### src/rtl/mme_pkg.sv
// Shared types, constants and helpers of the matrix multiply engine.
package mme_pkg;

	localparam int DEF_MAX_DIM = 8;
	localparam int IDX_LIMIT   = 8;   // what a 3-bit index can name
	localparam int IDX_W       = 3;
	localparam int DIM_W       = 4;
	localparam int VAL_W       = 16;
	localparam int PROD_W      = 32;
	localparam int SUM_W       = 35;
	localparam int FUNC_W      = 2;
	localparam int CFG_IDX_W   = 2;

	localparam logic [FUNC_W-1:0] FUNC_LOAD_LEFT  = 2'd0;
	localparam logic [FUNC_W-1:0] FUNC_LOAD_RIGHT = 2'd1;
	localparam logic [FUNC_W-1:0] FUNC_COMPUTE    = 2'd2;

	localparam logic [CFG_IDX_W-1:0] REG_LEFT_ROWS     = 2'd0;
	localparam logic [CFG_IDX_W-1:0] REG_INNER_LENGTH  = 2'd1;
	localparam logic [CFG_IDX_W-1:0] REG_RIGHT_COLUMNS = 2'd2;

	localparam logic [DIM_W-1:0] DIM_RESET = 4'd8;

	// Tag that travels with each term through the multiply-accumulate pipe.
	typedef struct packed {
		logic             first;    // first term of an element
		logic             last_k;   // last term of an element
		logic             last_el;  // element is the last of the run
		logic [IDX_W-1:0] row;
		logic [IDX_W-1:0] col;
	} term_tag_t;

	// Zero counts as one, anything above the limit is clipped to it.
	function automatic logic [DIM_W-1:0] eff_dim(input logic [DIM_W-1:0] dim,
			input logic [DIM_W-1:0] lim);
		logic [DIM_W-1:0] res;
		if (dim == '0) begin
			res = 4'd1;
		end else if (dim > lim) begin
			res = lim;
		end else begin
			res = dim;
		end
		return res;
	endfunction

endpackage

### src/rtl/mme_ram.sv
// Generic single-write, single-read RAM with registered read data.
module mme_ram #(
	parameter int WIDTH = 16,
	parameter int DEPTH = 64
) (
	input  logic                     clk,
	input  logic                     we,
	input  logic [$clog2(DEPTH)-1:0] waddr,
	input  logic [WIDTH-1:0]         wdata,
	input  logic                     re,
	input  logic [$clog2(DEPTH)-1:0] raddr,
	output logic [WIDTH-1:0]         rdata
);

	logic [WIDTH-1:0] mem_q [DEPTH];

	always_ff @(posedge clk) begin
		if (we) begin
			mem_q[waddr] <= wdata;
		end
		if (re) begin
			rdata <= mem_q[raddr];
		end
	end

endmodule

### src/rtl/mme_mac.sv
// Shared multiply-accumulate unit: registered 16x16 multiply, 35-bit accumulate.
module mme_mac
	import mme_pkg::*;
(
	input  logic                    clk,
	input  logic                    arst_n,
	input  logic                    en,
	input  logic                    vld_s1,
	input  term_tag_t               tag_s1,
	input  logic signed [VAL_W-1:0] a_s1,
	input  logic signed [VAL_W-1:0] b_s1,
	output logic                    done,
	output term_tag_t               done_tag,
	output logic signed [SUM_W-1:0] sum
);

	logic                     vld_s2;
	term_tag_t                tag_s2;
	logic signed [PROD_W-1:0] prod_s2;
	logic signed [SUM_W-1:0]  acc_q;
	logic signed [SUM_W-1:0]  base;

	always_ff @(posedge clk or negedge arst_n) begin
		if (!arst_n) begin
			vld_s2 <= 1'b0;
		end else if (en) begin
			vld_s2 <= vld_s1;
		end
	end

	always_ff @(posedge clk) begin
		if (en) begin
			tag_s2  <= tag_s1;
			prod_s2 <= a_s1 * b_s1;
		end
	end

	assign base = tag_s2.first ? '0 : acc_q;
	assign sum  = base + {{(SUM_W-PROD_W){prod_s2[PROD_W-1]}}, prod_s2};

	always_ff @(posedge clk or negedge arst_n) begin
		if (!arst_n) begin
			acc_q <= '0;
		end else if (en && vld_s2) begin
			acc_q <= sum;
		end
	end

	assign done     = vld_s2 && tag_s2.last_k;
	assign done_tag = tag_s2;

endmodule

### src/rtl/matrix_multiply_engine.sv
// Top level of the matrix multiply engine: stores, sequencer and result register.
//
// Channel   Direction  Beat carries
// s_axis    in         tuser: func; tdata: row_index, column_index, element_value
// m_axis    out        tdata: product_row, product_column, product_value; tlast
// cfg       in         cfg_we / cfg_index / cfg_data, one register per write
//
// A load beat leaves tready high.
// A compute beat issues left_rows * right_columns * inner_length terms through
// the single multiplier; tready is low while terms are issued.
// A stalled m_axis freezes the whole multiply-accumulate pipe (RAM reads included).
// Reset clears control and the dimension registers (all to 8); the stores are
// not cleared and must be loaded before use.
module matrix_multiply_engine
	import mme_pkg::*;
#(
	parameter int MAX_DIM = DEF_MAX_DIM
) (
	input  logic                 clk,
	input  logic                 arst_n,
	// slave stream
	input  logic                 s_axis_tvalid,
	output logic                 s_axis_tready,
	input  logic [23:0]          s_axis_tdata,  // [2:0] row_index, [5:3] column_index,
	                                            // [21:6] element_value, [23:22] zero
	input  logic [FUNC_W-1:0]    s_axis_tuser,  // [1:0] func
	// master stream
	output logic                 m_axis_tvalid,
	input  logic                 m_axis_tready,
	output logic [47:0]          m_axis_tdata,  // [2:0] product_row, [5:3] product_column,
	                                            // [40:6] product_value, [47:41] zero
	output logic                 m_axis_tlast,  // last_element
	// configuration
	input  logic                 cfg_we,
	input  logic [CFG_IDX_W-1:0] cfg_index,
	input  logic [DIM_W-1:0]     cfg_data
);

	localparam int DEPTH  = MAX_DIM * MAX_DIM;
	localparam int ADDR_W = $clog2(DEPTH);
	localparam logic [DIM_W-1:0] DIM_LIM = DIM_W'((MAX_DIM < IDX_LIMIT) ? MAX_DIM : IDX_LIMIT);

	localparam logic ST_IDLE = 1'b0;
	localparam logic ST_RUN  = 1'b1;

	// input beat unpacked
	logic [IDX_W-1:0] in_row;
	logic [IDX_W-1:0] in_col;
	logic [VAL_W-1:0] in_val;
	logic             in_acc;
	logic             in_range;
	logic [ADDR_W-1:0] wr_addr;

	assign in_row = s_axis_tdata[2:0];
	assign in_col = s_axis_tdata[5:3];
	assign in_val = s_axis_tdata[21:6];
	assign in_acc = s_axis_tvalid && s_axis_tready;
	assign in_range = (int'(in_row) < MAX_DIM) && (int'(in_col) < MAX_DIM);
	assign wr_addr = ADDR_W'(in_row) * ADDR_W'(MAX_DIM) + ADDR_W'(in_col);

	// dimension registers
	logic [DIM_W-1:0] rows_q, inner_q, cols_q;
	logic [DIM_W-1:0] rows_eff, inner_eff, cols_eff;

	always_ff @(posedge clk or negedge arst_n) begin
		if (!arst_n) begin
			rows_q  <= DIM_RESET;
			inner_q <= DIM_RESET;
			cols_q  <= DIM_RESET;
		end else if (cfg_we) begin
			case (cfg_index)
				REG_LEFT_ROWS:     rows_q  <= cfg_data;
				REG_INNER_LENGTH:  inner_q <= cfg_data;
				REG_RIGHT_COLUMNS: cols_q  <= cfg_data;
				default: ;
			endcase
		end
	end

	assign rows_eff  = eff_dim(rows_q, DIM_LIM);
	assign inner_eff = eff_dim(inner_q, DIM_LIM);
	assign cols_eff  = eff_dim(cols_q, DIM_LIM);

	// pipe advance: held only while a result waits and is not taken
	logic out_valid_q;
	logic adv;
	assign adv = !out_valid_q || m_axis_tready;

	// term sequencer: walks r, c, k and issues one term per advancing cycle
	logic             state_q;
	logic [IDX_W-1:0] r_q, c_q, k_q;
	logic             k_end, c_end, r_end;
	logic             issue;
	term_tag_t        tag_s0;

	assign k_end = {1'b0, k_q} == inner_eff - 4'd1;
	assign c_end = {1'b0, c_q} == cols_eff - 4'd1;
	assign r_end = {1'b0, r_q} == rows_eff - 4'd1;
	assign issue = (state_q == ST_RUN) && adv;

	assign tag_s0.first   = k_q == '0;
	assign tag_s0.last_k  = k_end;
	assign tag_s0.last_el = k_end && c_end && r_end;
	assign tag_s0.row     = r_q;
	assign tag_s0.col     = c_q;

	assign s_axis_tready = state_q == ST_IDLE;

	always_ff @(posedge clk or negedge arst_n) begin
		if (!arst_n) begin
			state_q <= ST_IDLE;
			r_q     <= '0;
			c_q     <= '0;
			k_q     <= '0;
		end else begin
			case (state_q)
				ST_IDLE: begin
					if (in_acc && s_axis_tuser == FUNC_COMPUTE) begin
						state_q <= ST_RUN;
						r_q     <= '0;
						c_q     <= '0;
						k_q     <= '0;
					end
				end
				ST_RUN: begin
					if (adv) begin
						if (!k_end) begin
							k_q <= k_q + 3'd1;
						end else begin
							k_q <= '0;
							if (!c_end) begin
								c_q <= c_q + 3'd1;
							end else begin
								c_q <= '0;
								if (!r_end) begin
									r_q <= r_q + 3'd1;
								end else begin
									state_q <= ST_IDLE;
								end
							end
						end
					end
				end
				default: state_q <= ST_IDLE;
			endcase
		end
	end

	// stores: left read at row r / column k, right at row k / column c
	logic [ADDR_W-1:0] left_raddr, right_raddr;
	logic [VAL_W-1:0]  left_rdata, right_rdata;

	assign left_raddr  = ADDR_W'(r_q) * ADDR_W'(MAX_DIM) + ADDR_W'(k_q);
	assign right_raddr = ADDR_W'(k_q) * ADDR_W'(MAX_DIM) + ADDR_W'(c_q);

	mme_ram #(.WIDTH(VAL_W), .DEPTH(DEPTH)) u_left_store (
		.clk   (clk),
		.we    (in_acc && s_axis_tuser == FUNC_LOAD_LEFT && in_range),
		.waddr (wr_addr),
		.wdata (in_val),
		.re    (adv),
		.raddr (left_raddr),
		.rdata (left_rdata)
	);

	mme_ram #(.WIDTH(VAL_W), .DEPTH(DEPTH)) u_right_store (
		.clk   (clk),
		.we    (in_acc && s_axis_tuser == FUNC_LOAD_RIGHT && in_range),
		.waddr (wr_addr),
		.wdata (in_val),
		.re    (adv),
		.raddr (right_raddr),
		.rdata (right_rdata)
	);

	// stage 1: tag lines up with registered RAM data
	logic      vld_s1;
	term_tag_t tag_s1;

	always_ff @(posedge clk or negedge arst_n) begin
		if (!arst_n) begin
			vld_s1 <= 1'b0;
		end else if (adv) begin
			vld_s1 <= issue;
		end
	end

	always_ff @(posedge clk) begin
		if (adv) begin
			tag_s1 <= tag_s0;
		end
	end

	// shared multiply-accumulate
	logic                    mac_done;
	term_tag_t               mac_tag;
	logic signed [SUM_W-1:0] mac_sum;

	mme_mac u_mac (
		.clk      (clk),
		.arst_n   (arst_n),
		.en       (adv),
		.vld_s1   (vld_s1),
		.tag_s1   (tag_s1),
		.a_s1     ($signed(left_rdata)),
		.b_s1     ($signed(right_rdata)),
		.done     (mac_done),
		.done_tag (mac_tag),
		.sum      (mac_sum)
	);

	// result register
	logic [IDX_W-1:0] out_row_q, out_col_q;
	logic [SUM_W-1:0] out_val_q;
	logic             out_last_q;

	always_ff @(posedge clk or negedge arst_n) begin
		if (!arst_n) begin
			out_valid_q <= 1'b0;
		end else if (adv && mac_done) begin
			out_valid_q <= 1'b1;
		end else if (m_axis_tready) begin
			out_valid_q <= 1'b0;
		end
	end

	always_ff @(posedge clk) begin
		if (adv && mac_done) begin
			out_row_q  <= mac_tag.row;
			out_col_q  <= mac_tag.col;
			out_val_q  <= mac_sum;
			out_last_q <= mac_tag.last_el;
		end
	end

	assign m_axis_tvalid = out_valid_q;
	assign m_axis_tdata  = {7'd0, out_val_q, out_col_q, out_row_q};
	assign m_axis_tlast  = out_last_q;

endmodule

### config.mk
export PLATFORM = sky130hd
export DESIGN_NAME = matrix_multiply_engine
export DESIGN_NICKNAME = d
export VERILOG_FILES = /design/src/rtl/mme_pkg.sv /design/src/rtl/mme_ram.sv /design/src/rtl/mme_mac.sv /design/src/rtl/matrix_multiply_engine.sv
export SDC_FILE = /design/constraint.sdc
export NUM_CORES = 2
export LEC_CHECK = 0
export BUFFER_PORTS_ARGS = -buffer_cell sky130_fd_sc_hd__buf_2
export CAP_MARGIN = 20
export CELL_PAD_IN_SITES_DETAIL_PLACEMENT = 1
export CELL_PAD_IN_SITES_GLOBAL_PLACEMENT = 2
export CORE_AREA = 10 10 474 476
export DETAILED_ROUTE_END_ITERATION = 16
export DIE_AREA = 0 0 484 486
export GPL_ROUTABILITY_DRIVEN = 1
export PLACE_DENSITY = 0.86
export SYNTH_ARGS = -nofsm -noshare
export SYNTH_HDL_FRONTEND = slang
export SYNTH_SLANG_ARGS = --single-unit
export TNS_END_PERCENT = 100
### constraint.sdc
create_clock -name clk -period 6.55 [get_ports clk]
set_input_delay 0.9825 -clock clk [delete_from_list [all_inputs] [get_ports clk]]
set_output_delay 0.9825 -clock clk [all_outputs]
set_load 0.01 [all_outputs]
---- Word level (Yosys, flattened, before mapping) ----
Memory sizes are Yosys's and may differ from the RTL's. A register that Yosys moved wholly into a read port is not among the register bits.
Cells that the tools add are included.
operators by class
  order comparisons ....................... 3
  reduce and logical (&&, ||, !) cells .... 25
  bitwise gates (word level) .............. 1
  add/subtract/negate cells ............... 10
  multiplexer cells ....................... 32
  multipliers ............................. 1
  eq/ne operators ......................... 12
operators with widths
  operator             number
  $add 35x35->35       1
  $mux 35              1
  $mul 16x16->32       1
  $mux 3               10
  $mux 4               6
  $add 6x3->6          3
  $pmux 3 s2           3
  $eq 3x4->1           3
  $gt 4x4->1 const B   3
  $logic_not 4->1      3
  $sub 4x1->4 const B  3
  $mux 1               11
  $logic_and 1x1->1    10
  $add 3x1->3 const B  3
  $reduce_and 2->1     4
  $ne 2x1->1 const B   3
  $reduce_and 5->1     1
  $eq 2x1->1 const B   2
  $eq 2x2->1 const B   2
  $logic_not 2->1      2
  $ne 2x2->1 const B   2
  $logic_not 3->1      1
  $reduce_and 3->1     1
  $pmux 1 s2           1
  4 further kinds      4
word-level totals
  output and inout bits ................... 51
  RAM bits ................................ 2048
  input bits .............................. 37
  logic and storage cells ................. 112
  memories kept ........................... 2
  register bits ........................... 152
memory list
  name                 depth  bits a word  rd ports  clocked after memory_dff  wr ports  line           RTL
  u_left_store.mem_q   64     16           1         1                         1         mme_ram.sv:15  logic [WIDTH-1:0] mem_q [DEPTH];
  u_right_store.mem_q  64     16           1         1                         1         mme_ram.sv:15

---- Depth between registers and ports, before layout ----
  depth in word-level cells ............... 10
  gate-level depth with buffers ........... 24
  gate-level depth less buffers ........... 23

---- Modules after synthesis ----
A second synthesis with hierarchy kept.
unflattened totals
  cells, all modules ...................... 5331
  area, all modules ....................... 97768.8 um^2
modules (own cells, without submodules)
  module                  seq. area each (um^2)  area an instance (um^2)  times used  cells an instance
  mme_ram                 31230.0                40202.3                  2           1829
  mme_mac                 2132.0                 14320.0                  1           1471
  matrix_multiply_engine  2135.8                 3044.2                   1           202

---- Least setup slack after synthesis ----
No wires, ideal clock.
  path kind ............................... register to register
  start ................................... register u_left_store.rdata[11] (read register of u_left_store.mem_q)
  end ..................................... register u_mac.prod_s2[29], data pin
  setup slack ............................. 0.231 ns
  cell stages (with the launch flop) ...... 23
  arrival time ............................ 6.061 ns
  cell sequence ........................... edfxtp_1 clkbuf_1 nand2_1 fa_1 fa_1 fa_1 inv_1 fa_1 fa_1 inv_1 fa_1 inv_1 ha_1 a21o_1 a21o_1 a211o_1 a21oi_2 o31ai_1 o41ai_2 o21bai_1 a31o_2 a21oi_1 xnor2_1
between the ends
  cells in the longest elaborated chain, start to end .. 1
RTL lines
  element               line           RTL
  from (decl)           mme_ram.sv:12  output logic [WIDTH-1:0] rdata
  $mul 16x16->32        mme_mac.sv:34  prod_s2 <= a_s1 * b_s1;
  to (signal assigned)  mme_mac.sv:34
  to (decl)             mme_mac.sv:19  logic signed [PROD_W-1:0] prod_s2;
No other way between the ends.
A chain may end at the register's enable or synchronous reset.

---- Final worst setup path ----
  start ................................... register u_right_store.rdata[5] (read register of u_right_store.mem_q)
  end ..................................... register u_mac.prod_s2[29], data pin
between the ends
  cells in the longest elaborated chain, start to end .. 1
RTL lines
  element         line
  from (decl)     mme_ram.sv:12
  $mul 16x16->32  mme_mac.sv:34
No other way between the ends.

==> results.toml <==
[clock_network]
clk_pin_slew_ns = 0.06
cts_sinks = 2232
root_buffer = "clkbuf_16"
htree_levels = 4
cts_buffers = 211
clkLatencyLatePin_ns = 0.87
cts_buffer_depth = 3
cts_tree = "yes"

[logic_synthesis]
ys_async_sr_fraction_pct = 2.69
ys_types = 73
yosysTopAreaCell = "edfxtp_1"
synth_top_cell_area_share_pct = 67.7
synth-warning-count = 0
syn_inst = 4779
synth_area_leaders = "edfxtp_1 (68%), mux4_2 (16%), fa_1 (5.5%), ha_1 (1.6%), dfrtp_1 (1.5%)"
synth_area_sq_um = 96300
syn_area_per_cell_sq_um = 20.2
synth_ff_type = "edfxtp_1"
ys_ff_latch = 2232
ys_seq_area_share_pct = 69.3
synth_edf_count = 2172

[placement]
io_buffers = 78
place_hpwl_um = 146000
gp_congestion = 0.794

[drt]
viasPerCell = 5.99
met1_length_um = 93800
ant_nets = 0
drt_iter0_markers = 5812
wl_um = 254000
drc = 0
dr_wl_met3_um = 23200
drtPass1Iterations = 6
vias = 48900
wl_met2_um = 128000
routed.top_layer = "met5"
routedWlPerCell_um = 31.1

[timing]
worst_pin_slew_ns = 1.14
hold_viol_final = 0
finalMaxSlewViolations = 0
whs_ns = 0.358
slew_headroom_pct = 24.2
period_needed_ns = 6.42
setup_tns_ns = 0
rsz0062_at_grt = "true"
fin_crit_sh_pct = 98.1
setup_viol = 0
fmax_mhz = 156
fin_worst_skew_ns = 0.0376

[setup_path]
reg2reg_depth = 23
r2r_start = "u_right_store.rdata[5]$_DFFE_PN_"
r2r_setup_slack_ns = 0.13
critPathCaptureType = "register"
worstSetupPathType = "register to register"
start_kind = "register"
r2r_end = "u_mac.prod_s2[29]$_DFFE_PN_"
cp_data_arrival_time_ns = 7.01
crit_required_ns = 7.14
worstPathMaxFanout = 6

[final_layout]
multi_input_area_sq_um = 27600
drive_above_1_share_pct = 26.4
fillers = 19400
fin_nets = 5535
area_growth_pct = 12.9
post-route-util_pct = 50.4
seqCellArea_sq_um = 66800

[grt]
grt_max_degree = 105
grt_use_total_pct = 21.3
grt_pass1_vias = 52500
grt_pass1_wl_um = 372000
antenna_found_initial = 23
grt-ovfl-total = 0

[run]
drv_cap = 0

[floorplanning]
dieArea_sq_um = 235000
coreArea_sq_um = 216000
die_x_um = 484
die_h_um = 486
start_util_pct = 44.7
ios = 88
rows = 171

[status]
status = "finished, final reports clean"

[hold_path]
worstHoldPathType = "input port to asynchronous set/reset pin"
==> cells in the mapped netlist (19+ instances only) <==
| cell type | count |
|---|---|
| clkbuf_1 | 129 |
| nand3_1 | 19 |
| buf_2 | 52 |
| nand2_1 | 166 |
| mux4_2 | 672 |
| nand2b_1 | 20 |
| a21o_1 | 32 |
| edfxtp_1 | 2172 |
| dfrtp_1 | 57 |
| nor2b_1 | 42 |
| xnor2_1 | 64 |
| fa_1 | 263 |
| buf_1 | 29 |
| o21ai_0 | 33 |
| and2_1 | 123 |
| inv_1 | 341 |
| mux2_2 | 45 |
| ha_1 | 123 |
| a21oi_1 | 61 |
| nor2_1 | 183 |
==> metal layers <==
layer	global-route usage, %	vias up
met1	27.4	25900
li1	-	19500
met3	4.53	525
met2	36.0	2901
met5	0	-
met4	7.64	24
==> sequential cells by signal (all words and copies together) (netlist names) <==
| signal | flops |
|---|---|
| state_q | 1 |
| u_mac.vld_s2 | 1 |
| tag_s1 | 9 |
| m_axis_tvalid | 1 |
| m_axis_tlast | 1 |
| c_q | 3 |
| u_mac.acc_q | 35 |
| k_q | 3 |
| r_q | 3 |
| out_col_q | 3 |
| out_row_q | 3 |
| vld_s1 | 1 |
| u_mac.prod_s2 | 32 |
| u_left_store.mem_q | 1024 |
| u_mac.done_tag | 9 |
| rows_q | 4 |
| cols_q | 4 |
| u_left_store.rdata | 16 |
| inner_q | 4 |
| u_right_store.mem_q | 1024 |
| u_right_store.rdata | 16 |
| out_val_q | 35 |
==> per-stage QoR <==
step / setup WS (ns) / cells / cell area (sq um)
6_report: 0.127 / 8160 / 109000
5_1_grt: -0.0315 / 8151 / 109000
4_1_cts: 0.00492 / 8127 / 108000
3_5_place_dp: -0.0422 / 7731 / 101000
3_3_place_gp: -0.0243 / 7731 / 101000
2_1_floorplan: 0.231 / 4785 / 96400
==> area by class of cell <==
| type | instances | area share [%] |
|---|---|---|
| repair buffers | 331 | 2.44 |
| diodes | 15 | 0.0345 |
| clock inverters | 126 | 1.17 |
| well taps | 2854 | 3.28 |
| flip-flops and latches | 2232 | 61.4 |
| inverters | 343 | 1.18 |
| clock buffers | 266 | 5.18 |
| multi-input cells | 1993 | 25.3 |
==> worst max-delay path by stage <==
stage	start	end	cells after the start
final	u_right_store.rdata[5]$_DFFE_PN_	u_mac.prod_s2[29]$_DFFE_PN_	23
after floorplan	u_left_store.rdata[11]$_DFFE_PN_	u_mac.prod_s2[29]$_DFFE_PN_	22
after global routing	u_right_store.rdata[2]$_DFFE_PN_	u_mac.prod_s2[29]$_DFFE_PN_	20
after global placement	u_right_store.rdata[1]$_DFFE_PN_	u_mac.prod_s2[29]$_DFFE_PN_	21
after detailed placement	u_right_store.rdata[2]$_DFFE_PN_	u_mac.prod_s2[29]$_DFFE_PN_	21
after CTS	u_left_store.rdata[7]$_DFFE_PN_	u_mac.prod_s2[29]$_DFFE_PN_	24
==> kinds of logic after synthesis <==
family,Yosys count,share of synthesized area [%]
xor gates and xnor gates,78,0.709
muxes,721,16.3
other,1,0.00389
DFF,2232,69.3
buffers and inverters,560,2.28
and+or+nand+nor,608,3.07
adders and majority gates,386,7.06
AOI/OAI and AO/OA,193,1.33
==> cell usage in the layout, fill, tap and decap left out, types with 19 or more instances in the layout <==
master	n
clkinv_1	51
a21o_1	32
buf_2	62
bufinv_16	20
buf_4	243
mux2_2	45
o21ai_0	33
and2_1	123
inv_1	340
nand2b_1	19
clkinv_2	33
edfxtp_1	2172
nor2_1	178
fa_1	261
nor2b_1	42
ha_1	122
xnor2_1	64
clkbuf_1	48
a21oi_1	56
dfrtp_1	50
clkbuf_16	219
nand3_1	19
mux4_2	672
nand2_1	165
==> worst max-delay path, stage by stage, from the launching register on <==
cell,delay [ns]
edfxtp_1,0.43
buf_12,0.17
and2_1,0.17
fa_1,0.50
inv_1,0.05
fa_1,0.47
fa_1,0.52
inv_1,0.06
fa_1,0.49
fa_1,0.49
inv_1,0.05
fa_1,0.47
inv_1,0.04
ha_1,0.28
a21o_1,0.18
a21o_1,0.17
a211o_1,0.28
a21oi_4,0.19
o31ai_4,0.12
o41ai_4,0.36
o21bai_2,0.15
a31o_2,0.28
a21oi_2,0.15
xnor2_1,0.08
==> timing repair <==
| action | in CTS | in global routing |
|---|---|---|
| gates cloned | 0 | 1 |
| resized for setup | 2 | 20 |
| hold buffers | 0 | 0 |
| pin swaps | 1 | 6 |
| setup buffers | 4 | 11 |
| setup endpoints to repair | 2 | 4 |
Power is left out: the tool's default activity adds up to more than one toggle a clock period on the data nets, which glitch-free logic cannot reach.
